==> src/ctlex_pkg.sv <==
// Shared types and constants for the C token lexer.
// Holds the result word layout, token kinds, lexer modes and the keyword table.
// No dependencies.
package ctlex_pkg;

	localparam int unsigned NUM_KEYWORDS = 12;

	typedef enum logic [2:0] {
		KIND_NUMBER  = 3'd0,
		KIND_KEYWORD = 3'd1,
		KIND_IDENT   = 3'd2,
		KIND_SPECIAL = 3'd3,
		KIND_END     = 3'd4
	} token_kind_t;

	typedef enum logic [1:0] {
		MODE_IDLE   = 2'd0,
		MODE_NUMBER = 2'd1,
		MODE_IDENT  = 2'd2
	} lex_mode_t;

	typedef struct packed {
		token_kind_t token_kind;
		logic [31:0] number_value;
		logic        number_saturated;
		logic [3:0]  keyword_index;
		logic [7:0]  ident_length;
		logic [63:0] ident_text;
		logic [7:0]  special_char;
		logic [31:0] line_count;
		logic        last_result;
	} result_t;

	// Keyword text, first character in the low byte, unused bytes zero.
	localparam logic [63:0] KW_TEXT [NUM_KEYWORDS] = '{
		64'h0000_0000_0072_6f66,   // for
		64'h0000_0065_6c69_6877,   // while
		64'h0000_0000_0000_6f64,   // do
		64'h0000_0000_0074_6e69,   // int
		64'h0000_0074_616f_6c66,   // float
		64'h0000_0000_7261_6863,   // char
		64'h0000_656c_6275_6f64,   // double
		64'h0000_6369_7461_7473,   // static
		64'h0000_6863_7469_7773,   // switch
		64'h0000_0000_6573_6163,   // case
		64'h0000_0000_6469_6f76,   // void
		64'h0000_6674_6e69_7270    // printf
	};

	localparam logic [7:0] KW_LEN [NUM_KEYWORDS] = '{
		8'd3, 8'd5, 8'd2, 8'd3, 8'd5, 8'd4, 8'd6, 8'd6, 8'd6, 8'd4, 8'd4, 8'd6
	};

	// Returns {hit, index}; the first matching keyword wins.
	function automatic logic [4:0] kw_match(input logic [63:0] text, input logic [7:0] len);
		logic       hit;
		logic [3:0] idx;
		hit = 1'b0;
		idx = 4'd0;
		for (int k = NUM_KEYWORDS - 1; k >= 0; k--) begin
			if (len == KW_LEN[k] && text == KW_TEXT[k]) begin
				hit = 1'b1;
				idx = 4'(k);
			end
		end
		return {hit, idx};
	endfunction

endpackage

==> src/ctlex_core.sv <==
// Lexer state machine: consumes one text byte per fire and yields 0..2 results.
// Holds the token accumulators and line counter; depends on ctlex_pkg.
module ctlex_core #(
	parameter int unsigned IDENT_CHARS_KEPT = 8
) (
	input  logic               clk,
	input  logic               arst_n,
	input  logic               fire,
	input  logic [7:0]         char_byte,
	input  logic               end_of_text,
	output logic [1:0]         push_n,
	output ctlex_pkg::result_t res0,
	output ctlex_pkg::result_t res1
);
	import ctlex_pkg::*;

	localparam int unsigned TEXT_W = 8 * IDENT_CHARS_KEPT;

	lex_mode_t          mode_q, mode_d;
	logic [31:0]        acc_q, acc_d;
	logic               ovf_q, ovf_d;
	logic [TEXT_W-1:0]  chars_q, chars_d;
	logic [TEXT_W-1:0]  chars_app;
	logic [7:0]         count_q, count_d;
	logic [31:0]        line_q, line_d;

	logic               is_digit, is_alpha, is_space, is_ident;
	logic [35:0]        acc_x10;
	logic [31:0]        acc_next;
	logic               ovf_next;
	logic [4:0]         kw;
	result_t            close_res, sec_res;
	logic               close_v, sec_v;

	assign is_digit = (char_byte >= 8'h30) && (char_byte <= 8'h39);
	assign is_alpha = ((char_byte >= 8'h41) && (char_byte <= 8'h5a))
		|| ((char_byte >= 8'h61) && (char_byte <= 8'h7a));
	assign is_space = (char_byte == 8'h20) || ((char_byte >= 8'h09) && (char_byte <= 8'h0d));
	assign is_ident = is_alpha || is_digit || (char_byte == 8'h5f) || (char_byte == 8'h24);

	// acc * 10 + digit as two shifted copies
	assign acc_x10 = {1'b0, acc_q, 3'b000} + {3'b000, acc_q, 1'b0} + {32'd0, char_byte[3:0]};
	assign ovf_next = ovf_q || (acc_x10[35:32] != 4'd0);
	assign acc_next = ovf_next ? 32'hffff_ffff : acc_x10[31:0];

	// Append: only the byte slot equal to the current count is written.
	always_comb begin
		chars_app = chars_q;
		for (int i = 0; i < IDENT_CHARS_KEPT; i++) begin
			if (count_q == 8'(i)) chars_app[8*i +: 8] = char_byte;
		end
	end

	assign kw = kw_match(64'(chars_q), count_q);

	// Token that the current mode would emit on close.
	always_comb begin
		close_res = '0;
		close_v   = 1'b0;
		unique case (mode_q)
			MODE_NUMBER: begin
				close_v                    = 1'b1;
				close_res.token_kind       = KIND_NUMBER;
				close_res.number_value     = acc_q;
				close_res.number_saturated = ovf_q;
			end
			MODE_IDENT: begin
				close_v                 = 1'b1;
				close_res.token_kind    = kw[4] ? KIND_KEYWORD : KIND_IDENT;
				close_res.keyword_index = kw[4] ? kw[3:0] : 4'd0;
				close_res.ident_length  = count_q;
				close_res.ident_text    = 64'(chars_q);
			end
			default: begin
				close_v = 1'b0;
			end
		endcase
	end

	always_comb begin
		logic closing;
		closing = 1'b0;
		mode_d  = mode_q;
		acc_d   = acc_q;
		ovf_d   = ovf_q;
		chars_d = chars_q;
		count_d = count_q;
		line_d  = line_q;
		sec_res = '0;
		sec_v   = 1'b0;
		if (end_of_text) begin
			closing            = 1'b1;
			sec_v              = 1'b1;
			sec_res.token_kind = KIND_END;
			sec_res.line_count = line_q;
			mode_d  = MODE_IDLE;
			acc_d   = '0;
			ovf_d   = 1'b0;
			chars_d = '0;
			count_d = '0;
			line_d  = 32'd1;
		end else if (mode_q == MODE_NUMBER && is_digit) begin
			acc_d = acc_next;
			ovf_d = ovf_next;
		end else if (mode_q == MODE_IDENT && is_ident) begin
			chars_d = chars_app;
			count_d = (count_q == 8'hff) ? count_q : count_q + 8'd1;
		end else begin
			// Close whatever is open, then treat the byte from idle.
			closing = 1'b1;
			mode_d  = MODE_IDLE;
			acc_d   = '0;
			ovf_d   = 1'b0;
			chars_d = '0;
			count_d = '0;
			if (is_digit) begin
				mode_d = MODE_NUMBER;
				acc_d  = {28'd0, char_byte[3:0]};
			end else if (is_alpha) begin
				mode_d  = MODE_IDENT;
				chars_d = TEXT_W'(char_byte);
				count_d = 8'd1;
			end else if (char_byte == 8'h0a) begin
				if (line_q != 32'hffff_ffff) line_d = line_q + 32'd1;
			end else if (!is_space) begin
				sec_v                = 1'b1;
				sec_res.token_kind   = KIND_SPECIAL;
				sec_res.special_char = char_byte;
			end
		end

		// Compact the results into slot order and mark the final one.
		res0 = '0;
		res1 = '0;
		if (closing && close_v) begin
			res0 = close_res;
			if (sec_v) begin
				res1             = sec_res;
				res1.last_result = 1'b1;
				push_n           = 2'd2;
			end else begin
				res0.last_result = 1'b1;
				push_n           = 2'd1;
			end
		end else if (sec_v) begin
			res0             = sec_res;
			res0.last_result = 1'b1;
			push_n           = 2'd1;
		end else begin
			push_n = 2'd0;
		end
		if (!fire) push_n = 2'd0;
	end

	always_ff @(posedge clk or negedge arst_n) begin
		if (!arst_n) begin
			mode_q  <= MODE_IDLE;
			acc_q   <= '0;
			ovf_q   <= 1'b0;
			chars_q <= '0;
			count_q <= '0;
			line_q  <= 32'd1;
		end else if (fire) begin
			mode_q  <= mode_d;
			acc_q   <= acc_d;
			ovf_q   <= ovf_d;
			chars_q <= chars_d;
			count_q <= count_d;
			line_q  <= line_d;
		end
	end

endmodule

==> src/ctlex_outq.sv <==
// Four-word result queue: takes up to two words per cycle, gives one.
// Depends on ctlex_pkg for the result word type.
module ctlex_outq (
	input  logic               clk,
	input  logic               arst_n,
	input  logic [1:0]         push_n,
	input  ctlex_pkg::result_t res0,
	input  ctlex_pkg::result_t res1,
	output logic               room,
	output logic               out_valid,
	input  logic               out_ready,
	output ctlex_pkg::result_t out_word
);
	import ctlex_pkg::*;

	result_t     mem_q [4];
	logic [1:0]  wr_q, rd_q;
	logic [2:0]  cnt_q;
	logic        pop;

	assign pop       = out_valid && out_ready;
	assign out_valid = (cnt_q != 3'd0);
	assign out_word  = mem_q[rd_q];
	// Room for a worst-case item of two words.
	assign room      = (cnt_q <= 3'd2);

	always_ff @(posedge clk) begin
		if (push_n != 2'd0) mem_q[wr_q] <= res0;
		if (push_n == 2'd2) mem_q[wr_q + 2'd1] <= res1;
	end

	always_ff @(posedge clk or negedge arst_n) begin
		if (!arst_n) begin
			wr_q  <= '0;
			rd_q  <= '0;
			cnt_q <= '0;
		end else begin
			wr_q  <= wr_q + push_n;
			rd_q  <= rd_q + {1'b0, pop};
			cnt_q <= cnt_q + {1'b0, push_n} - {2'b00, pop};
		end
	end

endmodule

==> src/c_token_lexer.sv <==
// C token lexer top level: input register, lexer core and result queue.
// Uses ctlex_pkg, ctlex_core and ctlex_outq.
//
// Input channel: one text byte per word on s_axis_tdata; s_axis_tlast marks
// end of text (the byte is then ignored), which closes any open token and
// emits an end summary with the line count.
// Output channel: one token per word. m_axis_tuser gives the token kind,
// m_axis_tlast marks the last token caused by one input word.
// Path: a token becomes valid on m_axis after the input word that ends it is
// accepted, passing through the input register and then the result queue.
// Throughput: one input word per cycle while each word ends at most one
// token and the receiver keeps up. A word that both closes a token and
// yields a special character or summary produces two output words; the
// queue drains one word per cycle, which then sets the rate.
// Stall: when the receiver holds m_axis_tready low the queue fills; the core
// advances only while the queue has room for two words, and the input
// register then holds one more word before s_axis_tready drops.
// Reset: the lexer returns to idle with the line counter at 1 and the
// queue empty; no tokens are pending.
module c_token_lexer #(
	parameter int unsigned IDENT_CHARS_KEPT = 8
) (
	input  logic         clk,
	input  logic         arst_n,
	input  logic         s_axis_tvalid,
	output logic         s_axis_tready,
	input  logic [7:0]   s_axis_tdata,   // [7:0] char_byte
	input  logic         s_axis_tlast,   // end_of_text
	output logic         m_axis_tvalid,
	input  logic         m_axis_tready,
	// [31:0] number_value, [32] number_saturated, [36:33] keyword_index,
	// [44:37] ident_length, [108:45] ident_text, [116:109] special_char,
	// [148:117] line_count, [151:149] zero
	output logic [151:0] m_axis_tdata,
	output logic [2:0]   m_axis_tuser,   // [2:0] token_kind
	output logic         m_axis_tlast    // last_result
);
	import ctlex_pkg::*;

	logic        valid_s1;
	logic [7:0]  byte_s1;
	logic        eot_s1;
	logic        room;
	logic        core_fire;
	logic [1:0]  push_n;
	result_t     res0, res1, out_word;

	assign core_fire     = valid_s1 && room;
	assign s_axis_tready = !valid_s1 || room;

	always_ff @(posedge clk or negedge arst_n) begin
		if (!arst_n) begin
			valid_s1 <= 1'b0;
		end else if (s_axis_tready) begin
			valid_s1 <= s_axis_tvalid;
		end
	end

	always_ff @(posedge clk) begin
		if (s_axis_tvalid && s_axis_tready) begin
			byte_s1 <= s_axis_tdata;
			eot_s1  <= s_axis_tlast;
		end
	end

	ctlex_core #(
		.IDENT_CHARS_KEPT(IDENT_CHARS_KEPT)
	) u_core (
		.clk        (clk),
		.arst_n     (arst_n),
		.fire       (core_fire),
		.char_byte  (byte_s1),
		.end_of_text(eot_s1),
		.push_n     (push_n),
		.res0       (res0),
		.res1       (res1)
	);

	ctlex_outq u_outq (
		.clk      (clk),
		.arst_n   (arst_n),
		.push_n   (push_n),
		.res0     (res0),
		.res1     (res1),
		.room     (room),
		.out_valid(m_axis_tvalid),
		.out_ready(m_axis_tready),
		.out_word (out_word)
	);

	assign m_axis_tuser = out_word.token_kind;
	assign m_axis_tlast = out_word.last_result;
	assign m_axis_tdata = {3'b000, out_word.line_count, out_word.special_char,
		out_word.ident_text, out_word.ident_length, out_word.keyword_index,
		out_word.number_saturated, out_word.number_value};

	// The end summary always closes the item that caused it.
	a_summary_last: assert property (@(posedge clk) disable iff (!arst_n)
		m_axis_tvalid && (m_axis_tuser == KIND_END) |-> m_axis_tlast)
		else $error("end summary without last mark");

	// A pair of results carries the last mark on the second word only.
	a_pair_order: assert property (@(posedge clk) disable iff (!arst_n)
		(push_n == 2'd2) |-> (res1.last_result && !res0.last_result))
		else $error("two-word push marks last on the wrong word");

	// Number fields stay zero on every other token kind.
	a_number_clean: assert property (@(posedge clk) disable iff (!arst_n)
		m_axis_tvalid && (m_axis_tuser != KIND_NUMBER) |-> (m_axis_tdata[32:0] == 33'd0))
		else $error("number field set on a non-number token");

	// The core is never fired without room for its words.
	a_no_overrun: assert property (@(posedge clk) disable iff (!arst_n)
		(push_n != 2'd0) |-> room)
		else $error("result push into a full queue");

endmodule
==> config.mk <==
export PLATFORM = sky130hd
export DESIGN_NAME = c_token_lexer
export DESIGN_NICKNAME = d
export VERILOG_FILES = /design/src/ctlex_pkg.sv /design/src/ctlex_core.sv /design/src/ctlex_outq.sv /design/src/c_token_lexer.sv
export SDC_FILE = /design/constraint.sdc
export NUM_CORES = 1
export LEC_CHECK = 0
export ABC_CLOCK_PERIOD_IN_PS = 4550
export BUFFER_PORTS_ARGS = -buffer_cell sky130_fd_sc_hd__clkbuf_2
export CORE_MARGIN = 8
export CORE_UTILIZATION = 55
export CTS_CLUSTER_DIAMETER = 100
export DETAILED_ROUTE_END_ITERATION = 8
export GPL_ROUTABILITY_DRIVEN = 0
export PLACE_DENSITY = 0.85
export SETUP_SLACK_MARGIN = 0.2
export SKIP_CTS_REPAIR_TIMING = 1
export SYNTH_ARGS = -nofsm -noshare
export SYNTH_HDL_FRONTEND = slang
export SYNTH_SLANG_ARGS = --single-unit
export TNS_END_PERCENT = 1
==> constraint.sdc <==
create_clock -name clk -period 4.55 [get_ports clk]
set_input_delay 0.455 -clock clk [delete_from_list [all_inputs] [get_ports clk]]
set_output_delay 0.455 -clock clk [all_outputs]
set_load 0.1 [all_outputs]
==> qor.txt <==
Library cells used by synthesis = 85
Post-route DRC = 0
NumNets Final = 2,881
Largest net degree at the start of global routing = 110
Number of synthesized flops with an enable pin = 185
CP max FO = 13
Final setup TNS = 0 ns
Dpl hpwl = 55.9 mm
Num CTS Buffers = 76
Comb pwr share = 33.7%
Initial DRC count = 2,946
Final setup violation count = 0
Worst-skew pair later-pin latency = 0.63 ns
Slew Limit Fails = 0
Final min period = 4.26 ns
GRT Overall Usage = 25.7%
Die width = 262 microns
Hold Path Class = in2reg
Period utilization = 93.5%
P per Cell Area = 602 nW/um^2
Die Height = 262 microns
Setup CP Type = reg2reg
# fillers = 4,289
Startpoint Class = flop
Setup Skew = 0.0245 ns
Clk network pwr share = 29.1%
Die area = 68,900 sq um
Num rows = 90
Clock Path Buffers = 3
Post-Syn Area = 33,400 sq um
Required time worst endpoint = 5.03 ns
Post-route insts no fill = 3,637
Internal power = 13.5 mW
Antenna Nets Post-Route = 0
Net Sw Frac = 40.3%
Vias = 24.8k
Syn Inst Count = 2,718
Seq/Total Area, Yosys = 53.8%
Synth Area per Inst = 12.3 sq um
I/O pins = 171
Post-DR wirelength/cell = 25.2 microns
Yosys warnings = 0
Clk sinks = 768
GR Overflow Total = 0
Antenna Cells = 0
DRT Wirelength = 91.5 mm
CP Capture Type = flop
RSZ-0062 raised after global routing = true
Worst-path clk slew = 0.07 ns
H-tree depth = 3
Flops & latches, synth = 768
Area Overhead vs Synth = 12.5%
Port Buffer Count = 167
Vias per cell = 6.81
Cells after DPL = 3,494
Final Hold Vio Count = 0
Synth area leader = dfxtp_1
Run status = completed
Sequential power share = 37.2%
Core box area = 60,200 sq um
Vias in the first global route = 25.4k
MaxCap Viol Count = 0
Switching power total = 9.12 mW
Pleak = 15.3 nW
Worst Tran Pin Value = 1.04 ns
Maximum vdd ir drop = 442 uV
Arrival @ worst endpoint = 4.74 ns
Initial antenna violation count = 1
Root Driver = clkbuf_16
Async SR Flop Fraction = 19.1%
Initial core utilization = 55.4%
Synth Flop Type = dfxtp_1
CTS tree = done
First-pass GRT wire length = 145 mm
Top-area cell type share of the netlist area = 26.1%
WHS = 0.0319 ns
Layout cells sized above 1 = 19.8%
Slew headroom = 30.4%
Top post-synthesis cells by area = dfxtp_1 (26%), edfxtp_1 (17%), dfrtp_1 (11%), a22o_1 (11%), mux4_2 (10%)
Pre-antenna DRT Iters = 6
Max Fclk = 0.235 GHz
-- through the flow --
step / setup slack, ns / cell area, sq um / total power [mW] / utilization [%]
floorplan: 0.224 / 33400 / 14.2 / -
detailed placement: 0.226 / 34900 / 16.1 / 58.0
global placement: 0.398 / 34900 / 15.9 / 58.0
global route: 0.120 / 37600 / 23.3 / 62.4
CTS: 0.178 / 37500 / 22.6 / 62.3
finish: 0.294 / 37600 / 22.6 / 62.4
-- cells by family after synthesis --
logic type	synth area share [%]
AO/OA/AOI/OAI	16.3
AND/OR/NAND/NOR	10.8
flip-flops	53.8
other	0.0112
adder cells (fa/ha/maj)	2.95
multiplexers	11.4
XOR/XNOR	1.57
buffers and inverters	3.10
-- power by group through the flow --
| stage | registers (mW) | clock network (mW) | logic (mW) |
|---|---|---|---|
| after global routing | 8.49 | 6.89 | 7.95 |
| after CTS | 8.40 | 6.62 | 7.60 |
| after global placement | 8.46 | 0 | 7.47 |
| after detailed placement | 8.53 | 0 | 7.57 |
| final | 8.42 | 6.58 | 7.62 |
| after floorplan | 8.13 | 0 | 6.05 |
-- metal layers --
metal	global-route usage (%)	part of all wire [%]
met3	4.88	8.4
met4	11.3	3.6
met1	33.2	40
met5	0	0.013
met2	42.2	48
-- sequential cells by signal (all words and copies together), names as in the netlist --
name            cells
u_outq.mem_q      612
u_core.chars_q     64
u_core.acc_q       32
u_core.line_q      32
byte_s1             8
u_core.count_q      8
u_outq.cnt_q        3
u_core.mode_q       2
u_outq.rd_q         2
u_outq.wr_q         2
eot_s1              1
u_core.ovf_q        1
valid_s1            1
-- placed cells by master, fill, tap and decap left out, drive strengths merged, types with 35 or more instances in the layout --
cell type and n:
a21oi 51, buf 51, ha 74, nor2 97
nand4 35, and2 120, o21ai 94, dfxtp 436
dfrtp 146, nor3 61, nand2 152, a22o 414
mux4 153, edfxtp 185, inv 46, clkbuf 263
and3 53, nand3 38
-- area by class of cell --
cell class                 count  area [sq um]  area share, %
timing repair buffer         218          1340           3.57
clock inverter                45           528           1.41
multi-input combinational   1685         14500           38.6
sequential                   768         18000           47.8
tap                          782           978           2.60
inverter                      42           158          0.420
clock buffer                  97          2080           5.55
-- synthesized netlist by cell type, drive strengths merged (9+ instances only) --
cell type / number
a21o: 15
a21oi: 51
a221o: 28
a22o: 414
and2: 120
and3: 53
and4: 10
buf: 41
clkbuf: 184
dfrtp: 146
dfxtp: 436
edfxtp: 185
ha: 74
inv: 42
mux2: 30
mux4: 153
nand2: 152
nand2b: 9
nand3: 38
nand4: 35
nor2: 97
nor2b: 16
nor3: 61
nor4: 23
o21a: 11
o21ai: 94
o21bai: 9
or4: 9
xnor2: 34
xor2: 26
-- worst max-delay path: stages, from the launching register on --
cell      delay, ns
edfxtp_1       0.40
buf_4          0.21
or4_1          0.52
o221ai_1       0.23
a21boi_0       0.50
nand2_1        0.13
nand2_1        0.10
ha_1           0.31
nand2b_1       0.21
nor2_1         0.43
nand3_1        0.13
a21oi_1        0.70
and2_1         0.25
-- worst paths after layout --
check                                                  startpoint                                end  slack, ns  cells after the start
worst max-delay path                         byte_s1[1]$_DFFE_PP_      u_outq.mem_q[1][37]$_DFFE_PP_       0.29                     12
worst min-delay path                                s_axis_tvalid               valid_s1$_DFFE_PN0N_       0.03                      2
worst max register to register               byte_s1[1]$_DFFE_PP_      u_outq.mem_q[1][37]$_DFFE_PP_       0.29                     12
worst min register to register  u_outq.mem_q[3][114]$_SDFFE_PP0P_  u_outq.mem_q[3][114]$_SDFFE_PP0P_       0.45                      2
max in group asynchronous                                  arst_n      u_core.chars_q[2]$_DFFE_PN0P_       3.06                      3
min in group asynchronous                                  arst_n       u_core.acc_q[16]$_DFFE_PN0P_       0.46                      2
Note: power is estimated with default switching activity, not from simulation.
